### config.mk
export PLATFORM = sky130hd
export DESIGN_NAME = e131_seq_table
export DESIGN_NICKNAME = d
export VERILOG_FILES = /design/src/rtl/e131_pkg.sv /design/src/rtl/e131_seq_table.sv
export SDC_FILE = /design/constraint.sdc
export NUM_CORES = 2
export LEC_CHECK = 0
export ABC_CLOCK_PERIOD_IN_PS = 20600
export BUFFER_PORTS_ARGS = -buffer_cell sky130_fd_sc_hd__buf_4
export CAP_MARGIN = 10
export CORE_ASPECT_RATIO = 0.6
export CORE_MARGIN = 2
export CORE_UTILIZATION = 53
export CTS_CLUSTER_DIAMETER = 50
export CTS_CLUSTER_SIZE = 40
export DETAILED_ROUTE_END_ITERATION = 8
export HOLD_SLACK_MARGIN = 0.12
export PLACE_DENSITY = 0.68
export RECOVER_POWER = 100
export SLEW_MARGIN = 15
export SYNTH_ARGS = -nofsm -noshare
export SYNTH_HDL_FRONTEND = slang
export SYNTH_SLANG_ARGS = --single-unit
### constraint.sdc
create_clock -name clk -period 20.6 [get_ports clk]
set_input_delay 3.09 -clock clk [delete_from_list [all_inputs] [get_ports clk]]
set_output_delay 3.09 -clock clk [all_outputs]
set_load 0.05 [all_outputs]
### src/rtl/e131_pkg.sv
`timescale 1ns / 1ps
// Shared types and constants for the E1.31 data packet framer.
// No dependencies; used by every module under rtl/.
package e131_pkg;

  // input item kinds
  localparam logic KIND_START = 1'b0;
  localparam logic KIND_PAIR  = 1'b1;

  // configuration register indexes
  localparam logic [2:0] REG_CID_HIGH = 3'd0;
  localparam logic [2:0] REG_CID_LOW  = 3'd1;
  localparam logic [2:0] REG_PRIORITY = 3'd2;
  localparam logic [2:0] REG_NAME_0   = 3'd3;
  localparam logic [2:0] REG_NAME_1   = 3'd4;
  localparam logic [2:0] REG_NAME_2   = 3'd5;
  localparam logic [2:0] REG_NAME_3   = 3'd6;
  localparam logic [2:0] REG_NAME_4   = 3'd7;

  localparam logic [7:0] PRIORITY_RESET = 8'd100;

  // header: 126 bytes = 63 words, index 0..62
  localparam logic [5:0] HDR_LAST = 6'd62;

  typedef struct packed {
    logic [127:0] cid;
    logic [319:0] name;
    logic [7:0]   prio;
  } cfg_t;

  typedef struct packed {
    logic        start;
    logic [15:0] universe;
  } seq_req_t;

  typedef struct packed {
    logic       ready;
    logic [7:0] seq;
  } seq_stat_t;

endpackage

### src/rtl/e131_seq_table.sv
`timescale 1ns / 1ps
// Per-universe sequence number memory with read-increment-write and a
// clearing sweep after reset. Depends on e131_pkg.
module e131_seq_table #(
  parameter int ADDR_BITS = 9
) (
  input  logic                  clk,
  input  logic                  rst,
  input  e131_pkg::seq_req_t    req,
  output e131_pkg::seq_stat_t   stat
);

  localparam int DEPTH = 1 << ADDR_BITS;

  logic [7:0]           mem [DEPTH];
  logic                 clearing;
  logic [ADDR_BITS-1:0] clr_addr;
  logic [7:0]           rd_data;
  logic                 wb_pend;
  logic [ADDR_BITS-1:0] wb_addr;
  logic [7:0]           seq_hold;
  logic [ADDR_BITS-1:0] rd_addr;

  assign rd_addr = req.universe[ADDR_BITS-1:0];

  always_ff @(posedge clk) begin
    if (rst) begin
      clearing <= 1'b1;
      clr_addr <= '0;
      wb_pend  <= 1'b0;
    end else begin
      wb_pend <= req.start;
      if (clearing) begin
        clr_addr <= clr_addr + ADDR_BITS'(1);
        if (&clr_addr) clearing <= 1'b0;
      end
    end
  end

  // one read port, one write port; write-back lands the cycle after the read
  always_ff @(posedge clk) begin
    if (req.start) begin
      rd_data <= mem[rd_addr];
      wb_addr <= rd_addr;
    end
    if (clearing) begin
      mem[clr_addr] <= 8'h00;
    end else if (wb_pend) begin
      mem[wb_addr] <= rd_data + 8'd1;
    end
    if (wb_pend) seq_hold <= rd_data;
  end

  assign stat.ready = !clearing;
  assign stat.seq   = seq_hold;

  a_no_read_in_clear: assert property (@(posedge clk) disable iff (rst)
    req.start |-> !clearing)
    else $error("sequence read during clearing sweep");

  a_no_read_on_wb: assert property (@(posedge clk) disable iff (rst)
    wb_pend |-> !req.start)
    else $error("sequence read overlaps write-back");

  a_wb_follows_read: assert property (@(posedge clk) disable iff (rst)
    req.start |=> wb_pend)
    else $error("write-back missing after read");

endmodule

* Yosys cells after proc, flatten, opt, wreduce, memory -nomap -nowiden
Memories as Yosys holds them, arrays and structs flattened. A register that Yosys moved wholly into a read port is not among the register bits.
Index checks and enable logic that the tools add are counted.
** Storage, ports and cells
- Bits in registers :: 28
- Input bits :: 19
- Memories kept :: 1
- Latch bits :: 0
- ROM bits :: 0
- Word-level logic and storage cells :: 21
- Bits in writable memories :: 4096
** Memory list
- mem :: words 512, bits a word 8, read ports 1, clocked after Yosys merged registers in 1, write ports 1, line e131_seq_table.sv:15 : logic [7:0] mem [DEPTH];
** Cells by class
- Div/mod/pow operators :: 0
- Multipliers :: 0
- Reduce and logical (&&, ||, !) cells :: 3
- Equal/unequal tests :: 0
- $add $sub $neg :: 2
- Shifts and indexed selects :: 0
- Muxes and demuxes :: 10
- Magnitude comparators :: 0
- Bitwise gates (word level) :: 0
** Operator list (count)
- $add A9 B1 Y9 const B :: 1
- $mux W9 :: 1
- $reduce_and A9 Y1 :: 1
- $add A8 B1 Y8 const B :: 1
- $mux W1 :: 8
- $mux W8 :: 1
- $reduce_or A8 Y1 :: 1
- $logic_not A1 Y1 :: 1

* Logic depth before layout (Yosys ltp)
- Depth in word-level cells :: 5
- Mapped depth :: 13
- Mapped depth without buffers :: 7

* Least setup slack after synthesis
Ideal clock, no wire load.
- Kind :: register to register
- From :: reg clearing
- To :: mem mem[0][7] (data pin)
- Data required time :: 18.010 ns
- Stages on the path, launching flop included :: 5
- Slack :: 5.078 ns
- Library setup time :: 2.590 ns
- Clock period less this slack :: 15.522 ns
- Arrival :: 12.932 ns
- Path through :: dfxtp_1 > inv_1 > nand2_1 > clkbuf_1 > nor2_1
** On the way
- Cells in the longest elaborated chain, start to end :: 4
** Ends and longest elaborated chain
- from (decl) :: line e131_seq_table.sv:16 : logic clearing;
- from (signal assigned) :: line e131_seq_table.sv:28 : clearing <= 1'b1;
- from (signal assigned) :: line e131_seq_table.sv:35 : if (&clr_addr) clearing <= 1'b0;
- $mux W1 :: line e131_seq_table.sv:46 : if (clearing) begin
- $mux W1 (not written as such) :: line e131_seq_table.sv:49 : mem[wb_addr] <= rd_data + 8'd1;
- $reduce_or A8 Y1 (no source line)
- $mux W8 (no source line)
- to (decl) :: line e131_seq_table.sv:15
Every way passes these cells.

==> results by group <==
Worst setup path
  – Top delay family on crit path: buffers and inverters
  – Worst path bufs/invs: 4
  – Critical path startpoint: req[1]
  – Critical Path End Type: flop
  – WP data required: 21.38 ns
  – R2R cell count: 4
  – Critical R2R Launch: wb_pend$_SDFF_PP0_
  – Worst path arrival time: between 15 and 20 ns
  – CP Depth: 11
  – Crit-path max FO: between 100 and 150
  – FF-to-FF setup slack: about 6.7 ns
  – Critical-path cell list: clkbuf_1, nand2_1, clkbuf_1, buf_12, buf_4, o221ai_1, o22ai_1, o21ai_0, nand2_1, a2111oi_0, and3_1
  – Critical path startpoint category: primary input
  – Critical path destination: rd_data[7]$_DFFE_PP_
  – WS Path Type: primary input to flop
  – Reg-to-reg endpoint: mem[424][5]$_DFFE_PP_
  – Critical-path top delay cell: clkbuf_1
  – Crit-path max cell delay: around 3.9 ns

Logic synthesis
  – #FFs+latches synth: approximately 4,100
  – Top post-synthesis cells by area: edfxtp_1 (76%), mux4_2 (9.4%), mux2i_1 (4.4%)
  – Number of synthesized flops with an enable pin: 4,121
  – Mean Syn Cell Area: 19.9 um2
  – Synth Net Count: between 8,000 and 9,000
  – Most common cell in the netlist: edfxtp_1
  – Synthesized cell area: roughly 160,000 um2
  – Top_reg_cell synth: edfxtp_1
  – Register area share after synthesis: 0.765
  – Syn Inst Count: about 8,000
  – Unique masters post-synth: 76
  – Async set-or-reset flop fraction in the synthesized netlist: 0
  – Yosys top cell by area: edfxtp_1
  – Yosys warns: 0
  – Top post-synthesis cells by count: edfxtp_1 (4,121), mux2i_1 (707), mux4_2 (677)
  – Yosys top cell area share: 0.763

Cells and area
  – Area grow syn2layout: 6.06%
  – Layout Nets: 8,028
  – Fraction of layout cells with a size suffix above 1: 0.141
  – Layout Cells excl Fill: approximately 12,000
  – Filler Cells Inserted: about 22,000

Run
  – Max-cap violations: 75

CTS
  – Clk sink count: roughly 4,100
  – Clock tree root buffer cell: clkbuf_16
  – Post_cts resized: 0
  – Clk buf depth: 4
  – Post-CTS setup buffer count: 0
  – Clk slew on worst S/H paths: 0.12 ns
  – H-Tree Level Count: 4
  – TritonCTS Buffers: 187
  – CTS tree: yes
  – CTS Hold Buffers Added: 0
  – Clk_lat worst skew: ~0.95 ns

GRT
  – GRT Overall Usage: 0.260
  – Antenna violations before repair: 25
  – Pin count of the biggest net entering global routing: approximately 240
  – First-pass GRT wire length: 579,000 um
  – Vias in the first global route: roughly 80,000
  – Grt total ovfl: 0

Detailed routing
  – DR WL/cell: about 34 um
  – DRC: 0
  – Vias: slightly above 80,000
  – Pre-antenna DRT Iters: 6
  – Routed Antenna Nets: 0
  – Wirelength, routed: ~410,000 um
  – Post-DR vias/cell: between 6 and 7
  – DRT iter0 DRCs: roughly 14,000

Pwr
  – Power Density: about 84 nW/um2
  – Peak supply drop: just over 0.07 mV
  – Static Leak: 43.0 nW

Run status
  – Status: finished with violations
  – Failing checks: max-capacitance violations, max-slew violations

STA
  – Final Hold Fails: 0
  – Final setup fails: 0
  – RSZ-0062 raised after global routing: false
  – Tcrit/Tclk final: 0.705
  – Worst hold margin: 0.497 ns
  – Slew @ Worst Pin: around 11 ns
  – Clock Skew: 0.0600 ns
  – Setup TNS Final: 0 ns
  – Minimum clock period: between 10 and 15 ns
  – F_max: approximately 0.07 GHz
  – Slew HR: -6.27
  – Max-slew violation count: 4,884

Floorplanning
  – # rows: roughly 160
  – Ports: 28
  – Core area: slightly above 300,000 um2
  – Die X: between 700 and 800 um
  – Die Y: between 400 and 500 um
  – Die area: roughly 310,000 um2
  – Initial Utilization: 0.532

Min path
  – Worst hold path type: flop to flop
  – Hold path depth: 0

Placed design
  – Gp weighted congestion: 0.864
  – Post-DP HPWL: around 250,000 um
  – Buffers added on ports: 20
  – Placed cell count: ~12,000
-- logic make-up after synthesis --
family / synth area share
flip-flops: 0.765
multiplexers: 0.141
AND/OR/NAND/NOR: 0.0333
AO/OA/AOI/OAI: 0.0392
buffers and inverters: 0.0212
XOR/XNOR: 0.000594
adder cells (fa/ha/maj): 0.000232
-- stage by stage --
stage | power (mW) | utilization | instance area, um2 | worst slack (ns)
2_1_floorplan | 9.63 | - | 162000 | 5.08
3_3_place_gp | 9.81 | 0.543 | 165000 | 10.91
3_5_place_dp | 9.81 | 0.543 | 165000 | 10.85
4_1_cts | 14.6 | 0.566 | 172000 | 11.81
5_1_grt | 14.9 | 0.564 | 172000 | 5.76
6_report | 14.5 | 0.564 | 172000 | 6.08
-- final cells by class --
cell class / count / area [um2] / area share
antenna: 6 / 15.0 / 0.0000873
clock buffer: 190 / 4750 / 0.0277
clock inverter: 147 / 2220 / 0.0129
inverter: 7 / 36.3 / 0.000211
multi-input combinational: 3509 / 34800 / 0.202
sequential: 4132 / 124000 / 0.721
tap: 4054 / 5070 / 0.0295
timing repair buffer: 169 / 1110 / 0.00648
-- metal layers --
layer	GRT usage	routed length, um
met1	0.412	170000
met2	0.358	173000
met4	0.0561	9220
met5	0	69
met3	0.0752	56700
-- worst min-delay path by stage --
stage	startpoint	endpoint	slack, ns
detailed placement	rd_data[7]$_DFFE_PP_	seq_hold[7]$_DFFE_PP_	0.49
floorplan	rd_data[1]$_DFFE_PP_	seq_hold[1]$_DFFE_PP_	0.45
finish	rd_data[7]$_DFFE_PP_	seq_hold[7]$_DFFE_PP_	0.50
CTS	rd_data[7]$_DFFE_PP_	seq_hold[7]$_DFFE_PP_	0.49
global route	rd_data[7]$_DFFE_PP_	seq_hold[7]$_DFFE_PP_	0.51
global placement	rd_data[7]$_DFFE_PP_	seq_hold[7]$_DFFE_PP_	0.49
-- cell usage in the layout (no fill, tap or decap), types with 9 or more instances in the layout --
cell       synthesis  layout
a2111oi_0         16      15
a211oi_1          36      36
a21oi_1          156     156
a22oi_1           42      42
a31oi_1           25      25
and2_1            27      26
and3_1             9       9
buf_4             35      89
clkbuf_1         232      71
clkbuf_16          0     190
clkinv_16          0      14
clkinv_4           0      11
clkinv_8           0      31
dfxtp_1           11      11
edfxtp_1        4121    4121
inv_12             0      21
inv_16             0      18
inv_6              0      16
inv_8              0      20
mux2i_1          707     707
mux4_1            18      18
mux4_2           677     677
nand2_1          176     176
nand2b_1          20      19
nand3_1           43      43
nand4_1           47      47
nor2_1           580     578
nor3_1           161     161
nor3b_1           11       9
nor4_1            50      49
o21ai_0           73      76
o221ai_1         253     253
o22a_1            13      13
o22ai_1          202     202
o31ai_1           10       9
or2_2             19      19
-- power by group --
group / total [mW] / switching, mW / internal [mW]
combinational: 0.517 / 0.366 / 0.151
clock: 4.90 / 2.95 / 1.94
sequential: 9.11 / 0.00896 / 9.10
total: 14.5 / 3.33 / 11.2
-- sequential cells by signal (all words and copies together), names as in the netlist --
| signal | cells |
|---|---|
| wb_addr | 9 |
| rd_data | 8 |
| wb_pend | 1 |
| clearing | 1 |
| clr_addr | 9 |
| seq_hold | 8 |
| mem | 4096 |
No activity file was read; power rests on OpenSTA's default activity.
