[src/rtl/e131_pkg.sv]
`timescale 1ns / 1ps
// Shared types and constants for the E1.31 data packet framer.
// No dependencies; used by every module under rtl/.
package e131_pkg;

  // input item kinds
  localparam logic KIND_START = 1'b0;
  localparam logic KIND_PAIR  = 1'b1;

  // configuration register indexes
  localparam logic [2:0] REG_CID_HIGH = 3'd0;
  localparam logic [2:0] REG_CID_LOW  = 3'd1;
  localparam logic [2:0] REG_PRIORITY = 3'd2;
  localparam logic [2:0] REG_NAME_0   = 3'd3;
  localparam logic [2:0] REG_NAME_1   = 3'd4;
  localparam logic [2:0] REG_NAME_2   = 3'd5;
  localparam logic [2:0] REG_NAME_3   = 3'd6;
  localparam logic [2:0] REG_NAME_4   = 3'd7;

  localparam logic [7:0] PRIORITY_RESET = 8'd100;

  // header: 126 bytes = 63 words, index 0..62
  localparam logic [5:0] HDR_LAST = 6'd62;

  typedef struct packed {
    logic [127:0] cid;
    logic [319:0] name;
    logic [7:0]   prio;
  } cfg_t;

  typedef struct packed {
    logic        start;
    logic [15:0] universe;
  } seq_req_t;

  typedef struct packed {
    logic       ready;
    logic [7:0] seq;
  } seq_stat_t;

endpackage

[src/rtl/e131_cfg_regs.sv]
`timescale 1ns / 1ps
// Configuration register file: CID, source priority and source name.
// Depends on e131_pkg.
module e131_cfg_regs (
  input  logic               clk,
  input  logic               rst,
  input  logic               we,
  input  logic [2:0]         index,
  input  logic [63:0]        data,
  output e131_pkg::cfg_t     cfg
);

  e131_pkg::cfg_t regs;

  always_ff @(posedge clk) begin
    if (rst) begin
      regs.cid  <= '0;
      regs.name <= '0;
      regs.prio <= e131_pkg::PRIORITY_RESET;
    end else if (we) begin
      unique case (index)
        e131_pkg::REG_CID_HIGH: regs.cid[127:64]  <= data;
        e131_pkg::REG_CID_LOW:  regs.cid[63:0]    <= data;
        e131_pkg::REG_PRIORITY: regs.prio         <= data[7:0];
        e131_pkg::REG_NAME_0:   regs.name[319:256] <= data;
        e131_pkg::REG_NAME_1:   regs.name[255:192] <= data;
        e131_pkg::REG_NAME_2:   regs.name[191:128] <= data;
        e131_pkg::REG_NAME_3:   regs.name[127:64]  <= data;
        e131_pkg::REG_NAME_4:   regs.name[63:0]    <= data;
      endcase
    end
  end

  assign cfg = regs;

endmodule

[config.mk]
export PLATFORM = sky130hd
export DESIGN_NAME = e131_cfg_regs
export DESIGN_NICKNAME = d
export VERILOG_FILES = /design/src/rtl/e131_pkg.sv /design/src/rtl/e131_cfg_regs.sv
export SDC_FILE = /design/constraint.sdc
export NUM_CORES = 1
export LEC_CHECK = 0
export BUFFER_PORTS_ARGS = -buffer_cell sky130_fd_sc_hd__buf_4
export CORE_AREA = 10 10 196 198
export DETAILED_ROUTE_END_ITERATION = 8
export DIE_AREA = 0 0 206 208
export PLACE_DENSITY = 0.79
export RECOVER_POWER = 50
export SLEW_MARGIN = 10
export SYNTH_ARGS = -nofsm -noshare
export SYNTH_HDL_FRONTEND = slang
export SYNTH_SLANG_ARGS = --single-unit
[constraint.sdc]
create_clock -name clk -period 4.53 [get_ports clk]
set_input_delay 0.906 -clock clk [delete_from_list [all_inputs] [get_ports clk]]
set_output_delay 0.906 -clock clk [all_outputs]
set_load 0.005 [all_outputs]
# Word level (Yosys, flattened, before mapping)
# Cells that the tools add are included.
[word_totals]
output_inout_bits = 456
register_bits = 456
word_cells = 24
input_bits = 70
[op_classes]
n_eq_ne = 7
reduce_logical = 9
[ops]
columns = ["op", "count"]
rows = [
  ["$reduce_and 2->1", 8],
  ["$eq 3x3->1 const B", 4],
  ["$eq 3x2->1 const B", 2],
  ["$eq 3x1->1 const B", 1],
  ["$logic_not 3->1", 1],
]

# Longest topological paths before layout
# Gate-level depths: netlist of the first run.
[depth]
word_depth = 2
depth_mapped = 6
ltp_nobuf = 2

# Worst setup path before layout of the first run
# Ideal clock, no wire load.
[synth_path]
path_kind = "input port to flip-flop"
from = "in index[1]"
to = "reg regs, in the netlist cfg[445]"
n_path_buf = 3
stages = 5
required_ns = 4.405
setup_slack_ns = 2.443
arrival_ns = 1.962
path_cell_list = "buf_2 -> or4b_4 -> buf_6 -> buf_6 -> mux2i_1"
[synth_between]
elab_chain_len = 2
[synth_lines]
columns = ["element", "line", "text"]
rows = [
  ["start, declared", "e131_cfg_regs.sv:8", "input logic [2:0] index,"],
  ["$logic_not 3->1", "e131_cfg_regs.sv:21", "unique case (index)"],
  ["$reduce_and 2->1 (no line)", "-", ""],
  ["end, declared", "e131_cfg_regs.sv:13", "e131_pkg::cfg_t regs;"],
]
# No other way between the ends.
# A chain may end at the register's enable or synchronous reset.

# Worst setup path in the final report of the first run
[layout_path]
from = "in index[0]"
to = "reg regs, in the netlist cfg[85]"
[layout_between]
elab_chain_len = 2
[layout_lines]
columns = ["element", "line"]
rows = [
  ["$eq 3x3->1", "e131_cfg_regs.sv:21"],
  ["$reduce_and 2->1 (no line)", "-"],
]
# No other way between the ends.

==> results.ini, run 1 <==
[run_status]
outcome=finished with violations
failed_checks=max-capacitance violations, max-slew violations

[placed_design]
port_buffers=525
dp_hpwl_mm=40.4
routabilityCongestion=0.811
dp_cells=2445

[setup_path]
reg2regPathDepth=2
path_common_cell=clkbuf_1
arrival_ps=3420
critPathKind=input port to register
path_buf_inv=2
max_stage_delay_ps=1670
cp-start-kind=input port
cp_data_required_time_ps=4870
crit_chain=clkbuf_1, nand4b_1, clkbuf_1, mux2i_1
rr_endpoint=cfg[281]
r2r_slack_ps=3820
r2r_start=cfg[281]
cpLargestDelayFamily=buffers and inverters
crit_slowest_cell=clkbuf_1
end_kind=register
cp_max_fo=26

[hold_path]
worstHoldStart=cfg[402]
hold_depth=2
hold_end=cfg[402]
hold_path.class=register to register

[synth]
netlist_area_mm2=0.0176
yosys_warnings=0
syn_inst=1563
seq_area_frac_synth_pct=51.9
ys_ff_latch=456
ys_types=15
syn_area_per_cell_um2=11.3
syn-num-nets=1633

[timing]
layout_min_cycle_time_ps=3080
hold_viol_final=0
max_slew_margin_pct=-56.1
skew_ps=0
fin_crit_sh_pct=68.0
setup-tns-final_ps=0
fmax_mhz=325
rsz0062_at_grt=no
maxSlewViolCount=174
worst_slew_pin_slew_ps=2340
setup-violations-final=0
holdWs_ps=472

[clocking]
htreeDepth=2
cts_setup_buffers=0
cts.sinks=456
cts_tree=yes
hold_buffers=0
cts.repair.resized=0
clock_path_buffers=3
numCtsBuffers=46
cts-root-buf=clkbuf_16
clock_latency_ps=550
clkTransAtPathRegs_ps=60

[routing]
drc=0
routed_wl_mm=56.6
drtIter0Drc=582
antenna_left=0
first_pass_iters=5
via_count=12800
wl_per_cell_um=22.4
vias_per_cell=5.07

[cells_and_area]
syn_to_final_growth_pct=28.6
fin_util_pct=65.8
largest_reg_flops=456
fin_cells=2531
drive_above_1_share_pct=20.4
layout.nets=2108
final_common_cell=nand2b_1
final_cell_mix=nand2b_1, mux2i_1, dfxtp_1

[die]
core_area_mm2=0.0344
rows=68
die_y_um=208
initial_core_util_pct=51.2
dieWidth_um=206
die_area_mm2=0.0428
io_pins=526

[power]
total_power_mw=8.62
vdd_ir_drop_max_mv=0.287
powerDensity_mw_per_mm2=381
leakagePower_nw=11.1

[global_route]
grt_use_met1_pct=28.5
grt_first_pass_wirelength_mm=83.9
grt_use_met2_pct=41.6
busiest_layer=met2
antenna_found_initial=1
grt_pass1_vias=13300
grt_use_total_pct=25.2
gr-total-overflow=0
use_met3_pct=8.34
grt_max_degree=133

[run]
cap_viol_max_count=5

==> per-stage QoR <==
stage	worst slack, ps	area (um2)
CTS	2450	23400
global placement	1900	21800
finish	1450	22600
detailed placement	1860	21800
floorplan	2440	17600
global route	1310	22600
==> per-layer routing <==
metal  wire, um  vias up  share of wire [%]
met3       4810      123                8.5
li1           -     6120                  -
met1      22100     6195                 39
met5          0        -                  0
met2      27000      400                 48
met4       2630        0                4.6
==> cells in the mapped netlist (all sizes together) <==
| master | instances | share of area (%) |
|---|---|---|
| buf | 59 | 1.8 |
| nor4b | 1 | 0.085 |
| or4b | 1 | 0.078 |
| nor2 | 6 | 0.13 |
| nor4bb | 1 | 0.057 |
| nand4 | 1 | 0.036 |
| nand2b | 517 | 18 |
| nand4b | 3 | 0.15 |
| clkbuf | 59 | 1.3 |
| dfxtp | 456 | 52 |
| nand4bb | 3 | 0.19 |
| mux2i | 456 | 26 |
==> kinds of logic after synthesis <==
family        after synthesis  synth area share [%]
buf+inv                   118                  3.10
flops                     456                  51.9
mux                       456                  25.9
simple gates              533                  19.1
==> worst reg2reg max path: stages, from the launching register on <==
cell and delay (ps):
dfxtp_1 380, nand2b_1 90, mux2i_1 160
==> worst max-delay path by stage <==
stage          startpoint        to  slack [ps]  cells past startpoint
4_1_cts          index[2]  cfg[341]        2450                      4
3_3_place_gp     index[1]  cfg[247]        1900                      4
3_5_place_dp     index[1]  cfg[247]        1860                      4
2_1_floorplan    index[1]  cfg[445]        2440                      5
6_report         index[0]   cfg[85]        1450                      4
5_1_grt          index[0]   cfg[83]        1310                      4
==> area by class of cell <==
| cell class | instances | area [um2] |
|---|---|---|
| Fill cell | 2837 | 11700 |
| Clock inverter | 13 | 129 |
| Clock buffer | 72 | 1440 |
| Timing Repair Buffer | 545 | 3400 |
| Multi-Input combinational cell | 989 | 7960 |
| Tap cell | 455 | 569 |
| Sequential cell | 456 | 9130 |
| Antenna cell | 1 | 2.50 |
==> report_power, final <==
part | total [mW] | switching (mW) | leakage [nW] | internal, mW
Clock | 3.87 | 1.57 | 0.780 | 2.31
Sequential | 4.15 | 0.0522 | 3.69 | 4.10
Combinational | 0.595 | 0.311 | 6.67 | 0.284
No activity file was read; power rests on OpenSTA's default activity.
==> run 2: changes to the inputs <==
--- a/config.mk
+++ b/config.mk
@@ -6,10 +6,10 @@
 export NUM_CORES = 1
 export LEC_CHECK = 0
 export BUFFER_PORTS_ARGS = -buffer_cell sky130_fd_sc_hd__buf_4
-export CORE_AREA = 10 10 196 198
+export CORE_MARGIN = 10
+export CORE_UTILIZATION = 52
 export DETAILED_ROUTE_END_ITERATION = 8
-export DIE_AREA = 0 0 206 208
-export PLACE_DENSITY = 0.79
+export PLACE_DENSITY = 0.8
 export RECOVER_POWER = 50
 export SLEW_MARGIN = 10
 export SYNTH_ARGS = -nofsm -noshare
==> constraint.sdc (replaced) <==
create_clock -name clk -period 3.2 [get_ports clk]
set_input_delay 0.64 -clock clk [delete_from_list [all_inputs] [get_ports clk]]
set_output_delay 0.64 -clock clk [all_outputs]
set_load 0.005 [all_outputs]
==> run 2 against run 1 <==
Net effect:
- the run now ends clean
- cell area is 2.9% higher
- die area is 2.9% lower
- via count is 1.1% higher
- sequential share of layout area is 1.2 points lower
- routed wire length hardly changed
- critical path depth is 1 higher
- utilization is 3.8 points higher
- register-to-register slack worse by 1300 ps
- combinational power is 48% higher
- clock power is 48% higher
- first-iteration DRC count is 8.4% higher
- power is 45% higher
- critical path type unchanged
- critical endpoint is now cfg[266]
- largest cell class unchanged
- highest routed layer is now met5
==> results.ini, run 2 (same netlist as run 1, synthesis figures left out) <==
[die]
die_area_mm2=0.0416
die_y_um=204
core_area_mm2=0.0334
dieWidth_um=204
initial_core_util_pct=52.6
io_pins=526
rows=67

[timing]
maxSlewViolCount=0
fin_crit_sh_pct=71.9
setup-tns-final_ps=0
holdWs_ps=361
skew_ps=0
finalWorstSetupSlack_ps=899
worst_slew_pin_slew_ps=1350
max_slew_margin_pct=10.1
rsz0062_at_grt=no
hold_viol_final=0
setup-violations-final=0
fmax_mhz=435
layout_min_cycle_time_ps=2300

[global_route]
grt_use_total_pct=25.8
grt_use_met1_pct=29.1
busiest_layer=met2
grt_max_degree=79
gr-total-overflow=0
use_met3_pct=7.37
grt_pass1_vias=13500
grt_first_pass_wirelength_mm=83.8
grt_use_met2_pct=44.1
antenna_found_initial=5

[cells_and_area]
nFillCells=2546
layout.nets=2116
final_cell_mix=nand2b_1, mux2i_1, dfxtp_1
largest_reg_flops=456
multiInputGateArea_mm2=0.00798
fin_cells=2534
seqCellArea_mm2=0.00913
syn_to_final_growth_pct=32.4
final_area_mm2=0.0233
drive_above_1_share_pct=27.7
final_common_cell=nand2b_1

[power]
vdd_ir_drop_max_mv=0.481
powerDensity_mw_per_mm2=537
leakagePower_nw=11.8

[hold_path]
worstHoldStart=data[2]
hold_end=cfg[2]
hold_depth=3
hold_path.class=input port to register

[setup_path]
reg2regPathDepth=2
r2r_start=cfg[320]
arrival_ps=2690
cp_data_required_time_ps=3590
crit_start=rst
critPathKind=input port to register
cp-start-kind=input port
r2r_slack_ps=2510
rr_endpoint=cfg[320]
cp_max_fo=78
end_kind=register

[clocking]
cts_setup_buffers=0
clock_latency_ps=540
htreeDepth=2
cts.sinks=456
numCtsBuffers=46
cts_tree=yes
clkTransAtPathRegs_ps=60
hold_buffers=0
cts.repair.resized=0
cts-root-buf=clkbuf_16
clock_path_buffers=3

[placed_design]
dpl-instance-area_mm2=0.0219
port_buffers=525
place_ws_ps=947
routabilityCongestion=0.830
dp_hpwl_mm=40.4
dp_cells=2446

[routing]
antenna_left=0
wl_per_cell_um=22.3
drc=0
routed_wl_mm=56.6
via_count=13000
first_pass_iters=5
drtIter0Drc=631
vias_per_cell=5.12

[run_status]
outcome=finished, final reports clean

[run]
cap_viol_max_count=0

-- run 2: metrics by stage --
| stage | util, % | power (mW) |
|---|---|---|
| global placement | 65.4 | 6.88 |
| CTS | 70.3 | 12.6 |
| global route | 69.7 | 12.9 |
| finish | 69.7 | 12.5 |
| floorplan | - | 6.45 |
| detailed placement | 65.4 | 6.90 |
-- run 2: layout make-up --
cell class              count  area share, %
diodes                      4         0.0430
multi-input cells         989           34.3
well taps                 448           2.41
clock buffers              67           5.98
repair buffers            553           17.1
flip-flops and latches    456           39.2
clock inverters            17           1.07
-- run 2: power breakdown --
group / leakage (nW) / switching, mW / internal [mW] / total (mW)
registers: 3.69 / 0.0744 / 5.80 / 5.88
clock network: 0.799 / 2.23 / 3.51 / 5.74
logic: 7.34 / 0.445 / 0.434 / 0.879
total: 11.8 / 2.75 / 9.75 / 12.5
-- run 2: worst max-delay path, stage by stage --
cell and delay (ps):
clkbuf_2 950, buf_4 470, buf_4 340, nand2b_1 150, mux2i_1 70
-- run 2: how the worst max path moves through the flow --
stage          endpoint  depth (start not counted)  slack, ps
5_1_grt        cfg[266]                          5        740
3_3_place_gp   cfg[226]                          4        980
6_report       cfg[266]                          5        900
4_1_cts        cfg[341]                          1       1460
2_1_floorplan  cfg[446]                          5       1380
3_5_place_dp   cfg[345]                          4        950
-- run 2: layer usage --
layer / part of all wire [%] / up-vias
li1: - / 6110
met1: 39 / 6306
met2: 49 / 433
met3: 7.5 / 134
met4: 4.8 / 2
met5: 0.023 / -
