File: src/rtl/e131_pkg.sv
`timescale 1ns / 1ps
// Shared types and constants for the E1.31 data packet framer.
// No dependencies; used by every module under rtl/.
package e131_pkg;

  // input item kinds
  localparam logic KIND_START = 1'b0;
  localparam logic KIND_PAIR  = 1'b1;

  // configuration register indexes
  localparam logic [2:0] REG_CID_HIGH = 3'd0;
  localparam logic [2:0] REG_CID_LOW  = 3'd1;
  localparam logic [2:0] REG_PRIORITY = 3'd2;
  localparam logic [2:0] REG_NAME_0   = 3'd3;
  localparam logic [2:0] REG_NAME_1   = 3'd4;
  localparam logic [2:0] REG_NAME_2   = 3'd5;
  localparam logic [2:0] REG_NAME_3   = 3'd6;
  localparam logic [2:0] REG_NAME_4   = 3'd7;

  localparam logic [7:0] PRIORITY_RESET = 8'd100;

  // header: 126 bytes = 63 words, index 0..62
  localparam logic [5:0] HDR_LAST = 6'd62;

  typedef struct packed {
    logic [127:0] cid;
    logic [319:0] name;
    logic [7:0]   prio;
  } cfg_t;

  typedef struct packed {
    logic        start;
    logic [15:0] universe;
  } seq_req_t;

  typedef struct packed {
    logic       ready;
    logic [7:0] seq;
  } seq_stat_t;

endpackage

File: src/rtl/e131_hdr_mux.sv
`timescale 1ns / 1ps
// Header word assembler: constant template merged with CID, name, priority,
// sequence and universe fields. Depends on e131_pkg.
module e131_hdr_mux (
  input  logic [5:0]      idx,
  input  e131_pkg::cfg_t  cfg,
  input  logic [7:0]      seq,
  input  logic [15:0]     universe,
  output logic [15:0]     word
);

  localparam logic [5:0] CID_W0  = 6'd11;
  localparam logic [5:0] CID_WN  = 6'd18;
  localparam logic [5:0] NAME_W0 = 6'd22;
  localparam logic [5:0] NAME_WN = 6'd41;
  localparam logic [5:0] PRIO_W  = 6'd54;
  localparam logic [5:0] SEQ_W   = 6'd55;
  localparam logic [5:0] UNI_HI_W = 6'd56;
  localparam logic [5:0] UNI_LO_W = 6'd57;

  function automatic logic [15:0] template_word(input logic [5:0] i);
    logic [15:0] w;
    unique case (i)
      6'd0:  w = 16'h0010;   // preamble size
      6'd2:  w = 16'h4153;   // "AS"
      6'd3:  w = 16'h432D;   // "C-"
      6'd4:  w = 16'h4531;   // "E1"
      6'd5:  w = 16'h2E31;   // ".1"
      6'd6:  w = 16'h3700;   // "7", NUL pad
      6'd8:  w = 16'h726E;   // root flags and length
      6'd10: w = 16'h0004;   // root vector
      6'd19: w = 16'h7258;   // framing flags and length
      6'd21: w = 16'h0002;   // framing vector
      6'd58: w = 16'h0B02;   // DMP length low, vector
      6'd59: w = 16'hA100;   // address type, first address high
      6'd61: w = 16'h0102;   // increment low, count high
      6'd62: w = 16'h0100;   // count low, start code
      default: w = 16'h0000;
    endcase
    return w;
  endfunction

  logic [15:0] cid_w  [8];
  logic [15:0] name_w [20];
  logic [2:0]  cid_k;
  logic [4:0]  name_k;

  for (genvar i = 0; i < 8; i++) begin : g_cid
    assign cid_w[i] = cfg.cid[127-16*i -: 16];
  end
  for (genvar i = 0; i < 20; i++) begin : g_name
    assign name_w[i] = cfg.name[319-16*i -: 16];
  end

  assign cid_k  = 3'(idx - CID_W0);
  assign name_k = 5'(idx - NAME_W0);

  always_comb begin
    priority if (idx >= CID_W0 && idx <= CID_WN)   word = cid_w[cid_k];
    else if (idx >= NAME_W0 && idx <= NAME_WN)     word = name_w[name_k];
    else if (idx == PRIO_W)                        word = {cfg.prio, 8'h00};
    else if (idx == SEQ_W)                         word = {8'h00, seq};
    else if (idx == UNI_HI_W)                      word = {8'h00, universe[15:8]};
    else if (idx == UNI_LO_W)                      word = {universe[7:0], 8'h72};
    else                                           word = template_word(idx);
  end

endmodule

File: config.mk
export PLATFORM = sky130hd
export DESIGN_NAME = e131_hdr_mux
export DESIGN_NICKNAME = d
export VERILOG_FILES = /design/src/rtl/e131_pkg.sv /design/src/rtl/e131_hdr_mux.sv
export SDC_FILE = /design/constraint.sdc
export NUM_CORES = 1
export LEC_CHECK = 0
export ABC_AREA = 1
export BUFFER_PORTS_ARGS = -buffer_cell sky130_fd_sc_hd__buf_2
export CAP_MARGIN = 5
export CORE_AREA = 8 8 188 190
export DETAILED_ROUTE_END_ITERATION = 12
export DIE_AREA = 0 0 196 198
export PLACE_DENSITY = 0.42
export SLEW_MARGIN = 20
export SYNTH_ARGS = -nofsm -noshare
export SYNTH_HDL_FRONTEND = slang
export SYNTH_SLANG_ARGS = --single-unit
File: constraint.sdc
create_clock -name vclk -period 5.05
set_input_delay 0.2525 -clock vclk [all_inputs]
set_output_delay 0.2525 -clock vclk [all_outputs]
set_load 0.01 [all_outputs]
Yosys cells after proc, flatten, opt, wreduce, memory -nomap -nowiden
Memory sizes are Yosys's and may differ from the RTL's.
Cells that the tools add are included.
Widths: inputs -> output; s select.
{"block": "totals", "output_inout_bits": 16, "n_memories": 1, "wordCells": 29, "reg_bits": 0, "mem_bits_ro": 960, "input_bits": 486}
{"block": "op_classes", "reduce_logical": 2, "muxes": 12, "add_sub_neg": 2, "n_bitwise": 2, "n_lt_le_gt_ge": 6, "eq_ne": 4}
{"name": "(no name shown)", "words": 64, "word_bits": 15, "read_ports": 1, "rd_ports_with_merged_regs": 0, "wr": 0, "line_no": "e131_hdr_mux.sv:23", "text": "unique case (i)"}
{"op": "$mux 16", "n": 10}
{"op": "$bmux 16 s5", "n": 1}
{"op": "$bmux 16 s3", "n": 1}
{"op": "$eq 6x6->1 const B", "n": 4}
{"op": "$ge 6x4->1 const B", "n": 1}
{"op": "$ge 6x5->1 const B", "n": 1}
{"op": "$ge 6x6->1 const B", "n": 1}
{"op": "$le 6x5->1 const B", "n": 1}
{"op": "$le 6x6->1 const B", "n": 1}
{"op": "$not 5->6", "n": 1}
{"op": "$sub 5x5->5 const B", "n": 1}
{"op": "$ge 4x4->1 const B", "n": 1}
{"op": "$not 3->4", "n": 1}
{"op": "$sub 3x2->3 const B", "n": 1}
{"op": "$logic_and 1x1->1", "n": 2}

Longest topological paths before layout
{"block": "depth", "ltp_word": 7, "ltp_mapped": 16}

Least setup slack after synthesis
No wires, ideal clock.
{"block": "synth_path", "kind": "input port to output port", "start": "input port idx[0]", "end": "output port word[0]", "arrival_ns": 2.338, "stages": 15, "path_slack_ns": 2.459, "t_required_ns": 4.798, "path_buffers": 6, "path_cell_list": "buf_2 -> inv_1 -> buf_2 -> buf_2 -> buf_2 -> ha_1 -> clkbuf_1 -> inv_1 -> clkbuf_1 -> a21oi_1 -> o21ai_0 -> nand3_1 -> nand2_1 -> a21oi_1 -> a21oi_1"}
{"block": "synth_between", "elab_chain_len": 7, "word_cells_on_any_way": 27}
{"item": "start, declared", "line_no": "e131_hdr_mux.sv:5", "text": "input logic [5:0] idx,"}
{"item": "$sub 5x5->5, or another cell as far along", "line_no": "e131_hdr_mux.sv:56", "text": "assign name_k = 5'(idx - NAME_W0);"}
{"item": "$not 5->6 (not written as such) / $mux 16 (equally long branches)", "line_no": "e131_hdr_mux.sv:60, e131_hdr_mux.sv:64"}
{"item": "$bmux 16 s5 / $mux 16 (equally long branches)", "line_no": "e131_hdr_mux.sv:60, e131_hdr_mux.sv:63"}
{"item": "$mux 16, on equally long branches", "line_no": "e131_hdr_mux.sv:60, e131_hdr_mux.sv:62"}
{"item": "$mux 16, on equally long branches", "line_no": "e131_hdr_mux.sv:60, e131_hdr_mux.sv:61"}
{"item": "$mux 16", "line_no": "e131_hdr_mux.sv:60", "text": "else if (idx >= NAME_W0 && idx <= NAME_WN) word = name_w[name_k];"}
{"item": "$mux 16 *", "line_no": "e131_hdr_mux.sv:59", "text": "priority if (idx >= CID_W0 && idx <= CID_WN) word = cid_w[cid_k];"}
{"item": "end, declared", "line_no": "e131_hdr_mux.sv:9", "text": "output logic [15:0] word"}
Every way passes the cells marked *; elsewhere a longest branch is shown, timed or not. The select of a mux whose other input is x is not followed.

Worst setup path in the final report
{"block": "layout_path", "start": "input port idx[0]", "end": "output port word[3]"}
Same word-level chain as after synthesis.

==> impl_metrics.prom <==
# TYPE chip_impl_metric gauge
chip_impl_info{name="setup.worst_path.start_class",value="input port"} 1
chip_impl_metric{name="dp.cells",unit=""} 2116
chip_impl_metric{name="synth.distinct_cells",unit=""} 33
chip_impl_metric{name="dieArea",unit="sq um"} 38800
chip_impl_info{name="synth.top_cells.by_count",value="399 x sky130_fd_sc_hd__nand2_1, 188 x sky130_fd_sc_hd__nor2_1, 165 x sky130_fd_sc_hd__o21ai_0, 151 x sky130_fd_sc_hd__inv_1, 123 x sky130_fd_sc_hd__nand3_1"} 1
chip_impl_info{name="post_synth_main_area_contributors",value="sky130_fd_sc_hd__nand2_1 26%, sky130_fd_sc_hd__o21ai_0 14%, sky130_fd_sc_hd__nor2_1 12%"} 1
chip_impl_metric{name="yosys_warnings",unit=""} 0
chip_impl_metric{name="power_switching",unit="W"} 0.000498
chip_impl_metric{name="max_clock_freq",unit="GHz"} 0.255
chip_impl_metric{name="route.detailed.drc",unit=""} 0
chip_impl_info{name="outcome",value="complete, no violations"} 1
chip_impl_metric{name="synth_sequential_area_ratio",unit=""} 0
chip_impl_metric{name="dr_wl_cell",unit="um"} 19.3
chip_impl_metric{name="synth.cell_area",unit="sq um"} 5800
chip_impl_metric{name="multi_input_area",unit="sq um"} 4780
chip_impl_metric{name="finalCritPeriodShare",unit=""} 0.775
chip_impl_metric{name="power",unit="W"} 0.000818
chip_impl_metric{name="area_share_of_the_leading_cell_type_in_the_synthesized_netlist",unit=""} 0.258
chip_impl_metric{name="worst_slack_on_hold_paths",unit="ns"} 1.03
chip_impl_metric{name="antenna_found_initial",unit=""} 11
chip_impl_metric{name="placementRows",unit=""} 66
chip_impl_metric{name="worst_hold_path.num_cells",unit=""} 6
chip_impl_metric{name="slew_at_the_pin_closest_to_its_max_slew_limit",unit="ns"} 1.06
chip_impl_metric{name="internal_power",unit="W"} 0.000320
chip_impl_metric{name="numSequentialCells",unit=""} 0
chip_impl_metric{name="syn2layout_area_growth",unit="%"} 47.2
chip_impl_metric{name="buffer_ports.inserted",unit=""} 502
chip_impl_metric{name="gr_usage_total",unit=""} 0.195
chip_impl_metric{name="critical_path.max_fanout",unit=""} 80
chip_impl_metric{name="detail_route.first_pass.iterations",unit=""} 5
chip_impl_metric{name="nets_in_the_synthesized_netlist",unit=""} 1780
chip_impl_info{name="holdCritPathClass",value="in2out"} 1
chip_impl_metric{name="grt_max_degree",unit=""} 115
chip_impl_metric{name="seq_area",unit="sq um"} 0
chip_impl_metric{name="pwr-share-seq",unit=""} 0
chip_impl_metric{name="share_clk_of_total_power",unit=""} 0
chip_impl_metric{name="fp.dieW",unit="um"} 196
chip_impl_metric{name="netlist_instances",unit=""} 1286
chip_impl_metric{name="layout_cell_share_with_drive_strength_beyond_1",unit=""} 0.317
chip_impl_metric{name="drt_first_iter_violations",unit=""} 606
chip_impl_info{name="critical_path_class",value="in2out"} 1
chip_impl_metric{name="fillerInstances",unit=""} 3872
chip_impl_info{name="post-synth-top-area-cell",value="sky130_fd_sc_hd__nand2_1"} 1
chip_impl_metric{name="core_region_area",unit="sq um"} 32200
chip_impl_info{name="cell_with_the_most_instances_after_synthesis",value="sky130_fd_sc_hd__nand2_1"} 1
chip_impl_metric{name="hold_viol_final",unit=""} 0
chip_impl_metric{name="detailedPlacementHpwl",unit="um"} 33900
chip_impl_info{name="grt_setup_unrepaired",value="false"} 1
chip_impl_metric{name="finalNetCount",unit=""} 2204
chip_impl_metric{name="timing.critical_path.arrival",unit="ns"} 3.66
chip_impl_metric{name="cts_hold_repair.buffers",unit=""} 0
chip_impl_metric{name="drv.max_cap_violation_count",unit=""} 0
chip_impl_metric{name="io-pin-count",unit=""} 502
chip_impl_info{name="cp-endpoint",value="word[3]"} 1
chip_impl_info{name="crit_path_start",value="idx[0]"} 1
chip_impl_metric{name="totalNegativeSetupSlack",unit="ns"} 0
chip_impl_metric{name="layout_min_cycle_time",unit="ns"} 3.91
chip_impl_metric{name="power.static_leakage",unit="nW"} 4.97
chip_impl_metric{name="wl",unit="um"} 41000
chip_impl_metric{name="nClkBuffers",unit=""} 0
chip_impl_metric{name="globalRoute.totalOverflow",unit=""} 0
chip_impl_metric{name="vias",unit=""} 9867
chip_impl_metric{name="worst_slew_margin_rel",unit=""} 0.291
chip_impl_metric{name="antenna_left",unit=""} 0
chip_impl_metric{name="initial_utilization",unit=""} 0.180
chip_impl_metric{name="post_drt_via_cell_ratio",unit=""} 4.64
chip_impl_metric{name="post_layout_nonfiller_instances",unit=""} 2126
chip_impl_metric{name="wire_length_of_the_first_global_routing_pass",unit="um"} 59800
chip_impl_metric{name="gpl.final_weighted_congestion",unit=""} 0.950
chip_impl_metric{name="final-max-slew-violation-count",unit=""} 0
chip_impl_metric{name="number_of_global_route_vias_before_repair",unit=""} 10053
chip_impl_metric{name="die_height",unit="um"} 198
chip_impl_metric{name="setup-violations-final",unit=""} 0
chip_impl_metric{name="power_density",unit="nW/um^2"} 95.8
chip_impl_metric{name="crit_path_required_time",unit="ns"} 4.80
chip_impl_metric{name="irDropWorstVdd",unit="uV"} 25.4
chip_impl_metric{name="power.switching_fraction",unit=""} 0.609
chip_impl_metric{name="post_cts_buffers",unit=""} 0
chip_impl_metric{name="syn_area_per_cell",unit="sq um"} 4.51
chip_impl_info{name="worstSetupEndpointType",value="output port"} 1
chip_impl_metric{name="cts_resized",unit=""} 0
chip_impl_metric{name="power.combinational.fraction",unit=""} 1.000
[power groups by stage]
stage          Combinational (W)       Clock [W]  Sequential [W]
2_1_floorplan           0.000436               0               0
3_3_place_gp            0.000828               0               0
3_5_place_dp            0.000826               0               0
4_1_cts                 0.000829               0               0
5_1_grt                 0.000920  0.000000000186               0
6_report                0.000818  0.000000000265               0
[cell usage in the layout, fill, tap and decap left out, types with 8 or more instances in the layout]
| cell | count |
|---|---|
| sky130_fd_sc_hd__buf_2 | 500 |
| sky130_fd_sc_hd__nand2_1 | 399 |
| sky130_fd_sc_hd__nor2_1 | 188 |
| sky130_fd_sc_hd__o21ai_0 | 165 |
| sky130_fd_sc_hd__inv_1 | 148 |
| sky130_fd_sc_hd__nand3_1 | 123 |
| sky130_fd_sc_hd__a21oi_1 | 53 |
| sky130_fd_sc_hd__o211ai_1 | 22 |
| sky130_fd_sc_hd__o22ai_1 | 16 |
| sky130_fd_sc_hd__o221ai_1 | 16 |
| sky130_fd_sc_hd__buf_4 | 12 |
| sky130_fd_sc_hd__inv_2 | 11 |
| sky130_fd_sc_hd__diode_2 | 10 |
| sky130_fd_sc_hd__o21ai_1 | 10 |
| sky130_fd_sc_hd__a21boi_1 | 8 |
| sky130_fd_sc_hd__ha_1 | 8 |
[per-layer routing]
layer	track usage	routed length [um]	vias up	part of all wire
li1	-	-	4972	-
met2	0.346	20100	377	0.49
met1	0.249	17500	4480	0.43
met5	0	25	-	0.00061
met4	0.0264	483	4	0.012
met3	0.0357	2810	34	0.069
[cell families (layout without fill, tap and decap cells)]
group	Yosys count	in the layout	share of synthesized area
simple gates	729	729	0.515
compound gates	295	295	0.284
buf+inv	253	675	0.179
fa+ha+maj	8	8	0.0172
xor+xnor	1	1	0.00474
other cells	0	10	0
[worst max-delay path, stage by stage]
cell	delay, ns
sky130_fd_sc_hd__buf_6	0.45
sky130_fd_sc_hd__inv_6	0.20
sky130_fd_sc_hd__ha_1	0.34
sky130_fd_sc_hd__buf_4	0.29
sky130_fd_sc_hd__clkinv_1	0.90
sky130_fd_sc_hd__a21oi_1	0.39
sky130_fd_sc_hd__o21ai_0	0.14
sky130_fd_sc_hd__nand3_1	0.09
sky130_fd_sc_hd__nand2_1	0.06
sky130_fd_sc_hd__a21oi_1	0.24
sky130_fd_sc_hd__a21oi_1	0.07
sky130_fd_sc_hd__buf_2	0.16
[how the worst min path moves through the flow]
stage / to / slack [ns] / from
6_report: word[13] / 1.03 / cfg[5]
4_1_cts: word[8] / 1.03 / cfg[0]
3_5_place_dp: word[8] / 1.03 / cfg[0]
5_1_grt: word[13] / 1.06 / cfg[5]
2_1_floorplan: word[7] / 0.79 / seq[7]
3_3_place_gp: word[9] / 1.02 / cfg[1]
[cell type report]
class,instances,area share
Inverter,161,0.0713
Tap cell,408,0.0597
Multi-Input combinational cell,1033,0.559
Timing Repair Buffer,514,0.307
Antenna cell,10,0.00293
[stage by stage]
stage	worst slack, ns	utilization	instance area [sq um]
final	1.14	0.265	8540
after global routing	0.869	0.265	8540
after CTS	1.26	0.264	8510
after detailed placement	1.28	0.264	8510
after global placement	1.27	0.264	8510
after floorplan	2.46	-	5800
Power figures use the tool's default switching activity.
